==> src/design/wav_header_parser_defines.svh <==
// Assertion macros shared by the WAV header parser modules.
// No dependencies; include in the module body after the package import.
`ifndef WAV_HEADER_PARSER_DEFINES_SVH
`define WAV_HEADER_PARSER_DEFINES_SVH

// Same-cycle implication, disabled during reset.
`define WAVHP_ASSERT_IMPL(label, clk, rst_n, ante, cons) \
  label: assert property (@(posedge clk) disable iff (!rst_n) (ante) |-> (cons)) \
    else $error("wav header parser: same-cycle check failed");

// Next-cycle implication, disabled during reset.
`define WAVHP_ASSERT_NEXT(label, clk, rst_n, ante, cons) \
  label: assert property (@(posedge clk) disable iff (!rst_n) (ante) |=> (cons)) \
    else $error("wav header parser: next-cycle check failed");

`endif

==> src/design/wavhp_pkg.sv <==
// Constants, status codes, result type and tag table for the WAV header parser.
// No dependencies.
`timescale 1ns / 1ps

package wavhp_pkg;

  localparam int HEADER_BYTES = 44;
  localparam int POS_W        = $clog2(HEADER_BYTES + 1);

  localparam logic [POS_W-1:0] POS_RIFF_END    = POS_W'(3);
  localparam logic [POS_W-1:0] POS_RSIZE_END   = POS_W'(7);
  localparam logic [POS_W-1:0] POS_WAVE_END    = POS_W'(11);
  localparam logic [POS_W-1:0] POS_FMT_END     = POS_W'(15);
  localparam logic [POS_W-1:0] POS_FSIZE_END   = POS_W'(19);
  localparam logic [POS_W-1:0] POS_AFMT_END    = POS_W'(21);
  localparam logic [POS_W-1:0] POS_CHAN_END    = POS_W'(23);
  localparam logic [POS_W-1:0] POS_SRATE_END   = POS_W'(27);
  localparam logic [POS_W-1:0] POS_BRATE_END   = POS_W'(31);
  localparam logic [POS_W-1:0] POS_ALIGN_END   = POS_W'(33);
  localparam logic [POS_W-1:0] POS_BITS_END    = POS_W'(35);
  localparam logic [POS_W-1:0] POS_DATA_END    = POS_W'(39);
  localparam logic [POS_W-1:0] POS_LAST        = POS_W'(HEADER_BYTES - 1);

  localparam logic [31:0] FMT_CHUNK_SIZE = 32'd16;
  localparam logic [15:0] AUDIO_FMT_PCM  = 16'd1;

  typedef enum logic [2:0] {
    STAT_OK        = 3'd0,
    STAT_NO_RIFF   = 3'd1,
    STAT_NO_WAVE   = 3'd2,
    STAT_NO_FMT    = 3'd3,
    STAT_BAD_FSIZE = 3'd4,
    STAT_NOT_PCM   = 3'd5,
    STAT_NO_DATA   = 3'd6
  } status_t;

  typedef struct packed {
    status_t     status;
    logic [31:0] riff_size;
    logic [15:0] channels;
    logic [31:0] sample_rate;
    logic [31:0] byte_rate;
    logic [15:0] block_align;
    logic [15:0] sample_bits;
    logic [31:0] data_size;
  } result_t;

  typedef struct packed {
    logic       is_tag;
    logic [7:0] char;
  } tag_info_t;

  function automatic tag_info_t tag_lookup(logic [POS_W-1:0] pos);
    tag_info_t t;
    t.is_tag = 1'b1;
    case (pos)
      POS_W'(0):  t.char = 8'h52;
      POS_W'(1):  t.char = 8'h49;
      POS_W'(2):  t.char = 8'h46;
      POS_W'(3):  t.char = 8'h46;
      POS_W'(8):  t.char = 8'h57;
      POS_W'(9):  t.char = 8'h41;
      POS_W'(10): t.char = 8'h56;
      POS_W'(11): t.char = 8'h45;
      POS_W'(12): t.char = 8'h66;
      POS_W'(13): t.char = 8'h6d;
      POS_W'(14): t.char = 8'h74;
      POS_W'(15): t.char = 8'h20;
      POS_W'(36): t.char = 8'h64;
      POS_W'(37): t.char = 8'h61;
      POS_W'(38): t.char = 8'h74;
      POS_W'(39): t.char = 8'h61;
      default: begin
        t.is_tag = 1'b0;
        t.char   = 8'h00;
      end
    endcase
    return t;
  endfunction

endpackage

==> src/design/wavhp_in_if.sv <==
// Header byte channel: valid/ready handshake with byte and restart flag.
// Depends on nothing.
`timescale 1ns / 1ps

interface wavhp_in_if;
  logic       valid;
  logic       ready;
  logic [7:0] data_byte;
  logic       restart;

  modport source (output valid, output data_byte, output restart, input ready);
  modport sink   (input valid, input data_byte, input restart, output ready);
endinterface

==> src/design/wavhp_out_if.sv <==
// Parse result channel: valid/ready handshake with status and header fields.
// Depends on wavhp_pkg.
`timescale 1ns / 1ps

interface wavhp_out_if;
  import wavhp_pkg::*;

  logic        valid;
  logic        ready;
  status_t     status;
  logic [31:0] riff_size;
  logic [15:0] channels;
  logic [31:0] sample_rate;
  logic [31:0] byte_rate;
  logic [15:0] block_align;
  logic [15:0] sample_bits;
  logic [31:0] data_size;

  modport source (output valid, output status, output riff_size, output channels,
                  output sample_rate, output byte_rate, output block_align,
                  output sample_bits, output data_size, input ready);
  modport sink   (input valid, input status, input riff_size, input channels,
                  input sample_rate, input byte_rate, input block_align,
                  input sample_bits, input data_size, output ready);
endinterface

==> src/design/wavhp_parser.sv <==
// Byte-serial header parser state: position, tag check, assembly and held fields.
// Depends on wavhp_pkg and wav_header_parser_defines.svh.
`timescale 1ns / 1ps

module wavhp_parser (
  input  logic              clk,
  input  logic              rst_n,
  input  logic              fire,
  input  logic [7:0]        data_byte,
  input  logic              restart,
  output logic              emit,
  output wavhp_pkg::result_t result
);
  import wavhp_pkg::*;
  `include "wav_header_parser_defines.svh"

  logic [POS_W-1:0] pos_r, pos_nxt, pos_eff;
  logic             finished_r, finished_nxt, finished_eff;
  logic             mis_r, mis_nxt, mis_eff;
  logic [31:0]      asm_r, asm_nxt, asm_eff;
  logic [31:0]      riff_r, riff_nxt;
  logic [15:0]      chan_r, chan_nxt;
  logic [31:0]      srate_r, srate_nxt;
  logic [31:0]      brate_r, brate_nxt;
  logic [15:0]      align_r, align_nxt;
  logic [15:0]      bits_r, bits_nxt;
  logic [15:0]      half;
  tag_info_t        tag;
  logic             err;
  status_t          err_code;

  always_comb begin
    pos_eff      = restart ? '0 : pos_r;
    finished_eff = restart ? 1'b0 : finished_r;
    mis_eff      = restart ? 1'b0 : mis_r;
    asm_eff      = restart ? '0 : asm_r;

    asm_nxt  = {data_byte, asm_eff[31:8]};
    half     = asm_nxt[31:16];
    tag      = tag_lookup(pos_eff);
    mis_nxt  = mis_eff;
    if (tag.is_tag) begin
      mis_nxt = ((pos_eff[1:0] == 2'b00) ? 1'b0 : mis_eff) | (data_byte != tag.char);
    end
    pos_nxt      = pos_eff + POS_W'(1);
    finished_nxt = finished_eff;
    riff_nxt     = riff_r;
    chan_nxt     = chan_r;
    srate_nxt    = srate_r;
    brate_nxt    = brate_r;
    align_nxt    = align_r;
    bits_nxt     = bits_r;
    err          = 1'b0;
    err_code     = STAT_OK;

    case (pos_eff)
      POS_RIFF_END:  begin err = mis_nxt; err_code = STAT_NO_RIFF; end
      POS_RSIZE_END: riff_nxt = asm_nxt;
      POS_WAVE_END:  begin err = mis_nxt; err_code = STAT_NO_WAVE; end
      POS_FMT_END:   begin err = mis_nxt; err_code = STAT_NO_FMT; end
      POS_FSIZE_END: begin
        err      = (asm_nxt != FMT_CHUNK_SIZE);
        err_code = STAT_BAD_FSIZE;
      end
      POS_AFMT_END:  begin err = (half != AUDIO_FMT_PCM); err_code = STAT_NOT_PCM; end
      POS_CHAN_END:  chan_nxt  = half;
      POS_SRATE_END: srate_nxt = asm_nxt;
      POS_BRATE_END: brate_nxt = asm_nxt;
      POS_ALIGN_END: align_nxt = half;
      POS_BITS_END:  bits_nxt  = half;
      POS_DATA_END:  begin err = mis_nxt; err_code = STAT_NO_DATA; end
      default: ;
    endcase

    emit = fire && !finished_eff && (err || (pos_eff == POS_LAST));
    if (emit) begin
      finished_nxt = 1'b1;
    end

    result = '0;
    if (err) begin
      result.status = err_code;
    end else begin
      result.status      = STAT_OK;
      result.riff_size   = riff_r;
      result.channels    = chan_r;
      result.sample_rate = srate_r;
      result.byte_rate   = brate_r;
      result.block_align = align_r;
      result.sample_bits = bits_r;
      result.data_size   = asm_nxt;
    end
  end

  always_ff @(posedge clk) begin
    if (!rst_n) begin
      pos_r      <= '0;
      finished_r <= 1'b0;
      mis_r      <= 1'b0;
      asm_r      <= '0;
    end else if (fire) begin
      if (restart || !finished_r) begin
        pos_r      <= finished_eff ? pos_eff : pos_nxt;
        finished_r <= finished_nxt;
        mis_r      <= finished_eff ? mis_eff : mis_nxt;
        asm_r      <= finished_eff ? asm_eff : asm_nxt;
      end
    end
  end

  always_ff @(posedge clk) begin
    if (fire && !finished_eff) begin
      riff_r  <= riff_nxt;
      chan_r  <= chan_nxt;
      srate_r <= srate_nxt;
      brate_r <= brate_nxt;
      align_r <= align_nxt;
      bits_r  <= bits_nxt;
    end
  end

  `WAVHP_ASSERT_IMPL(a_emit_needs_beat, clk, rst_n, emit, fire && (restart || !finished_r))
  `WAVHP_ASSERT_IMPL(a_pos_in_range, clk, rst_n, 1'b1, pos_r <= POS_W'(HEADER_BYTES))
  `WAVHP_ASSERT_NEXT(a_emit_finishes, clk, rst_n, emit, finished_r)
  `WAVHP_ASSERT_IMPL(a_err_zero_fields, clk, rst_n, emit && result.status != STAT_OK,
                     result.riff_size == '0 && result.data_size == '0)

endmodule

==> src/design/wav_header_parser.sv <==
// Top level of the WAV header parser: byte channel in, one result per header out.
// Depends on wavhp_pkg, wavhp_in_if, wavhp_out_if, wavhp_parser and the defines header.
//
//   channel   dir  beat                              handshake
//   in_chan   in   data_byte[7:0], restart           valid/ready
//   out_chan  out  status[2:0] and seven header fields valid/ready
//
// One header byte per cycle while in_chan is not stalled; a result is registered
// from the byte that decides it (byte 43, or the last byte of the first failing field).
// Two result slots (output register plus skid) keep bytes flowing while a
// result waits; in_chan stalls only when both slots are full.
// rst_n is synchronous and active low; it clears position and handshake state.
`timescale 1ns / 1ps

module wav_header_parser (
  input  logic        clk,
  input  logic        rst_n,
  wavhp_in_if.sink    in_chan,
  wavhp_out_if.source out_chan
);
  import wavhp_pkg::*;
  `include "wav_header_parser_defines.svh"

  logic    fire;
  logic    emit;
  logic    pop;
  result_t res;
  result_t out_r;
  result_t skid_r;
  logic    out_valid_r;
  logic    skid_valid_r;

  assign in_chan.ready = !skid_valid_r;
  assign fire          = in_chan.valid && in_chan.ready;
  assign pop           = out_valid_r && out_chan.ready;

  wavhp_parser u_parser (
    .clk       (clk),
    .rst_n     (rst_n),
    .fire      (fire),
    .data_byte (in_chan.data_byte),
    .restart   (in_chan.restart),
    .emit      (emit),
    .result    (res)
  );

  always_ff @(posedge clk) begin
    if (!rst_n) begin
      out_valid_r  <= 1'b0;
      skid_valid_r <= 1'b0;
    end else if (skid_valid_r) begin
      if (pop) begin
        out_valid_r  <= 1'b1;
        skid_valid_r <= 1'b0;
      end
    end else if (emit) begin
      if (!out_valid_r || pop) begin
        out_valid_r <= 1'b1;
      end else begin
        skid_valid_r <= 1'b1;
      end
    end else if (pop) begin
      out_valid_r <= 1'b0;
    end
  end

  always_ff @(posedge clk) begin
    if (skid_valid_r) begin
      if (pop) begin
        out_r <= skid_r;
      end
    end else if (emit) begin
      if (!out_valid_r || pop) begin
        out_r <= res;
      end else begin
        skid_r <= res;
      end
    end
  end

  assign out_chan.valid       = out_valid_r;
  assign out_chan.status      = out_r.status;
  assign out_chan.riff_size   = out_r.riff_size;
  assign out_chan.channels    = out_r.channels;
  assign out_chan.sample_rate = out_r.sample_rate;
  assign out_chan.byte_rate   = out_r.byte_rate;
  assign out_chan.block_align = out_r.block_align;
  assign out_chan.sample_bits = out_r.sample_bits;
  assign out_chan.data_size   = out_r.data_size;

  `WAVHP_ASSERT_IMPL(a_skid_behind_out, clk, rst_n, skid_valid_r, out_valid_r)
  `WAVHP_ASSERT_NEXT(a_emit_lands, clk, rst_n, emit, out_valid_r)
  `WAVHP_ASSERT_NEXT(a_drain_empties, clk, rst_n,
                     pop && !skid_valid_r && !emit, !out_valid_r)
  `WAVHP_ASSERT_NEXT(a_full_stall_spills, clk, rst_n,
                     emit && out_valid_r && !out_chan.ready, skid_valid_r)

endmodule
==> src/flat_wrapper.sv <==
// flat-port wrapper written by rule: the top's interface ports become plain ports
module wav_header_parser_flat import wavhp_pkg::*;
  (clk, rst_n, in_chan_valid, in_chan_data_byte, in_chan_restart, in_chan_ready, out_chan_valid, out_chan_status, out_chan_riff_size, out_chan_channels, out_chan_sample_rate, out_chan_byte_rate, out_chan_block_align, out_chan_sample_bits, out_chan_data_size, out_chan_ready);
  wavhp_in_if in_chan_i ();
  wavhp_out_if out_chan_i ();
  input  logic clk;
  input  logic rst_n;
  input wire logic [$bits(in_chan_i.valid)-1:0] in_chan_valid;
  input wire logic [$bits(in_chan_i.data_byte)-1:0] in_chan_data_byte;
  input wire logic [$bits(in_chan_i.restart)-1:0] in_chan_restart;
  output wire logic [$bits(in_chan_i.ready)-1:0] in_chan_ready;
  output wire logic [$bits(out_chan_i.valid)-1:0] out_chan_valid;
  output wire logic [$bits(out_chan_i.status)-1:0] out_chan_status;
  output wire logic [$bits(out_chan_i.riff_size)-1:0] out_chan_riff_size;
  output wire logic [$bits(out_chan_i.channels)-1:0] out_chan_channels;
  output wire logic [$bits(out_chan_i.sample_rate)-1:0] out_chan_sample_rate;
  output wire logic [$bits(out_chan_i.byte_rate)-1:0] out_chan_byte_rate;
  output wire logic [$bits(out_chan_i.block_align)-1:0] out_chan_block_align;
  output wire logic [$bits(out_chan_i.sample_bits)-1:0] out_chan_sample_bits;
  output wire logic [$bits(out_chan_i.data_size)-1:0] out_chan_data_size;
  input wire logic [$bits(out_chan_i.ready)-1:0] out_chan_ready;
  assign in_chan_i.valid = in_chan_valid;
  assign in_chan_i.data_byte = in_chan_data_byte;
  assign in_chan_i.restart = in_chan_restart;
  assign in_chan_ready = in_chan_i.ready;
  assign out_chan_valid = out_chan_i.valid;
  assign out_chan_status = out_chan_i.status;
  assign out_chan_riff_size = out_chan_i.riff_size;
  assign out_chan_channels = out_chan_i.channels;
  assign out_chan_sample_rate = out_chan_i.sample_rate;
  assign out_chan_byte_rate = out_chan_i.byte_rate;
  assign out_chan_block_align = out_chan_i.block_align;
  assign out_chan_sample_bits = out_chan_i.sample_bits;
  assign out_chan_data_size = out_chan_i.data_size;
  assign out_chan_i.ready = out_chan_ready;
  wav_header_parser u_core (.clk(clk), .rst_n(rst_n), .in_chan(in_chan_i), .out_chan(out_chan_i));
endmodule
==> config.mk <==
export PLATFORM = sky130hd
export DESIGN_NAME = wav_header_parser_flat
export DESIGN_NICKNAME = d
export VERILOG_FILES = /design/src/design/wavhp_pkg.sv /design/src/design/wavhp_in_if.sv /design/src/design/wavhp_out_if.sv /design/src/design/wavhp_parser.sv /design/src/design/wav_header_parser.sv /design/src/flat_wrapper.sv
export VERILOG_INCLUDE_DIRS = /design/src /design/src/design
export SDC_FILE = /design/constraint.sdc
export NUM_CORES = 1
export LEC_CHECK = 0
export ABC_AREA = 1
export BUFFER_PORTS_ARGS = -buffer_cell sky130_fd_sc_hd__buf_2
export CAP_MARGIN = 15
export CORE_UTILIZATION = 55
export DETAILED_ROUTE_END_ITERATION = 10
export HOLD_SLACK_MARGIN = 0.06
export PLACE_DENSITY = 0.83
export SYNTH_ARGS = -nofsm -noshare
export SYNTH_HDL_FRONTEND = slang
export SYNTH_HIERARCHICAL = 1
export SYNTH_SLANG_ARGS = --single-unit
==> constraint.sdc <==
create_clock -name clk -period 16.2 [get_ports clk]
set_clock_uncertainty 0.2 [all_clocks]
set_input_delay 3.24 -clock clk [delete_from_list [all_inputs] [get_ports clk]]
set_output_delay 3.24 -clock clk [all_outputs]
set_load 0.005 [all_outputs]
==> metrics.md <==
| Metric | Value |
|---|---|
| Seq pwr share | `55.8%` |
| Mean Syn Cell Area | `11.90 sq um` |
| Slew HR | `27.57%` |
| Total routed wirelength | `46990 um` |
| Final hold viol count | `0` |
| CP arrival | `7690 ps` |
| Synth area leaders | `edfxtp_1 71%, nand2_1 11%, inv_1 3.7%` |
| CTS HTree Levels | `2` |
| Fillers | `2742` |
| Top FF cell, synth | `edfxtp_1` |
| Fmax | `129.7 MHz` |
| Synthesized area | `21370 sq um` |
| Setup TNS | `0 ps` |
| Antenna violations before repair | `3` |
| RSZ-0062 raised after global routing | `false` |
| Die X | `199.1 um` |
| Final setup vio count | `0` |
| Gate power share | `2.6%` |
| Period utilization | `47.58%` |
| P per Cell Area | `112.1 nW/um^2` |
| Post-CTS Setup Repair Bufs | `0` |
| Root buf cell | `clkbuf_16` |
| Synth warn | `6` |
| Library cells used by synthesis | `36` |
| Final Critical Period | `7708 ps` |
| Remaining global-route overflow | `0` |
| Seq cells post-synth | `536` |
| Hold Path Class | `flop to flop` |
| RePlAce Congestion | `0.8263` |
| Synth area leader | `edfxtp_1` |
| Area share of the largest cell type after synthesis | `70.55%` |
| Pins Over Slew Limit | `0` |
| Largest net degree at the start of global routing | `101` |
| Clk_lat worst skew | `580 ps` |
| Sink Count | `536` |
| Global-route wire length before repair | `71320 um` |
| Final HPWL DP | `28400 um` |
| CTS Buf Count | `50` |
| Die Ht | `199.1 um` |
| Crit end category | `flop` |
| DRT Pass-1 Iters | `5` |
| Switch share | `19.94%` |
| Post-DR vias/cell | `5.211` |
| GRT Overall Usage | `24.13%` |
| Number of synthesized flops with an enable pin | `502` |
| Max cap viols | `0` |
| P_sw | `539.8 uW` |
| Site Rows | `71` |
| Maximum fanout along the worst path | `96` |
| Sequential share of the synthesized area | `73.74%` |
| Share of cells above drive strength 1 | `20.06%` |
| DR WL/cell | `18.53 um` |
| Post-layout nets | `2002` |
| Core ar. | `37930 sq um` |
| PortBufs | `193` |
| Post-DRT Antenna Nets | `0` |
| Clock network power share | `41.6%` |
| CTS Buffer Depth | `3` |
| P_leak | `0.009856 uW` |
| Data required, critical path | `16180 ps` |
| Mapped Nets | `1808` |
| Status | `complete, no violations` |
| Area growth, synth to finish | `13.02%` |
| Setup CP Type | `input pin to flop` |
| Syn Inst Count | `1795` |
| Number of gates resized after cts | `0` |
| Area of the multi-input gates | `4220 sq um` |
| CTS clk-pin slew, worst paths | `60 ps` |
| Vias | `13214` |
| I/O pin count | `194` |
| VDD IR-drop max | `0.06092 mV` |
| Synth async-reset ratio | `0%` |
| DRC errors left | `0` |
| Hold_buf cts | `0` |
| Tightest Pin Transition | `1086 ps` |
| Initial drt markers | `1522` |
| Die area | `39640 sq um` |
| CP Launch Type | `input pin` |
| Vias in the first global route | `12784` |
| Starting density of the core | `56.33%` |
| Register area | `15760 sq um` |
| P_int | `2168 uW` |
| TritonCTS clock tree | `yes` |
| Post-layout util | `63.66%` |
-- layer usage --
metal	track usage (%)	vias up	routed length, um	part of all wire, %
li1	-	6218	-	-
met1	32.83	6315	19210	41
met2	38.03	568	22100	47
met3	4.574	111	3749	8.0
met4	10.71	2	1920	4.1
met5	0	-	11	0.023
-- cells in the final DEF (no fill, tap or decap), drive strengths merged --
cell type,instances
edfxtp,502
nand4,6
clkbuf,63
o21bai,1
nand3,37
clkinv,16
clkinvlp,2
diode,1
bufinv,4
xor2,1
a221oi,1
nor3,24
nor2,208
buf,216
a2111oi,1
nand2,630
a211oi,2
nor4,3
o22a,1
dfxtp,34
a21oi,32
inv,220
o21ai,15
a31oi,2
nand3b,2
and2,1
-- worst max-delay path: stages --
cell      delay, ps
buf_2           460
inv_2           370
nand3_2         250
clkinv_1        150
nand3_1         200
nand3_1         180
nor3_1          180
nand3_1          90
nand3_1          90
nor2_1           40
nand2_1          60
nand2_1          50
nand2_1          80
nand2_2         100
nand3_1          90
nand2_1          60
inv_1            70
inv_1            40
nor2_1           90
nand2_1         160
inv_8           540
buf_4           970
-- power groups by stage --
stage	Clock (uW)	Sequential (uW)	Combinational (uW)
finish	1130	1510	69.6
global placement	0	1540	66.6
global route	1200	1510	76.1
detailed placement	0	1540	68.1
CTS	1140	1510	68.7
floorplan	0	1540	40.5
-- layout make-up --
type / count / area share [%]
Antenna cell: 1 / 0.01036
Clock buffer: 63 / 5.471
Clock inverter: 24 / 0.9844
Inverter: 218 / 3.440
Multi-Input combinational cell: 967 / 17.48
Sequential cell: 536 / 65.26
Tap cell: 511 / 2.648
Timing Repair Buffer: 216 / 4.715
-- registers in the layout, summed over array words and instances, names as in the netlist, 24 cells and up --
name,flops
u_core/u_parser/riff_r,32
u_core/out_chan.sample_rate,32
u_core/u_parser/srate_r,32
u_core/skid_r,179
u_core/u_parser/asm_r,24
u_core/out_chan.data_size,32
u_core/out_chan.riff_size,32
u_core/u_parser/brate_r,32
u_core/out_chan.byte_rate,32
-- synthesized netlist by cell type (2+ instances only) --
library cell  number
inv_1            211
nor4_1             3
nand3_1           34
clkbuf_1          10
a211oi_1           2
buf_12             9
nor2_2            90
edfxtp_1         502
nand2_1          628
dfxtp_1           34
o21ai_0           12
buf_6             13
nor2_4            10
nand3b_1           2
nor2_1           108
nor3_1            24
inv_2              5
a31oi_1            2
o21ai_2            3
buf_4              7
a21oi_1           32
nand4_1            6
buf_2             31
nand3_2            3
buf_8              3
-- cell families (layout without fill, tap and decap cells) --
kind of cell,Yosys count,after routing,share of synthesized area [%]
and+or+nand+nor,911,911,18.04
DFF,536,536,73.74
buffers and inverters,292,521,6.746
AOI/OAI and AO/OA,55,55,1.441
xor gates and xnor gates,1,1,0.04100
other,0,1,0
-- stage by stage --
step / power [uW] / setup slack [ps] / cells / hold WS [ps] / area, sq um
global route: 2783 / 8100 / 2535 / 287.2 / 24150
global placement: 1608 / 8067 / 2447 / 247.6 / 22580
detailed placement: 1610 / 7984 / 2447 / 253.7 / 22580
CTS: 2724 / 8564 / 2534 / 263.1 / 24140
finish: 2708 / 8492 / 2536 / 263.3 / 24150
floorplan: 1584 / 1938 / 1795 / 240.9 / 21370
-- final timing paths --
path	startpoint	endpoint	slack (ps)	cells past startpoint
setup / recovery	in_chan_restart	u_core/skid_r[156]	8490	22
hold / removal	u_core/u_parser/asm_r[22]	u_core/u_parser/asm_r[22]	260	2
setup reg to reg	u_core/u_parser/pos_r[5]	u_core/skid_r[156]	11590	20
hold reg to reg	u_core/u_parser/asm_r[22]	u_core/u_parser/asm_r[22]	260	2
(Power assumes the default switching activity.)
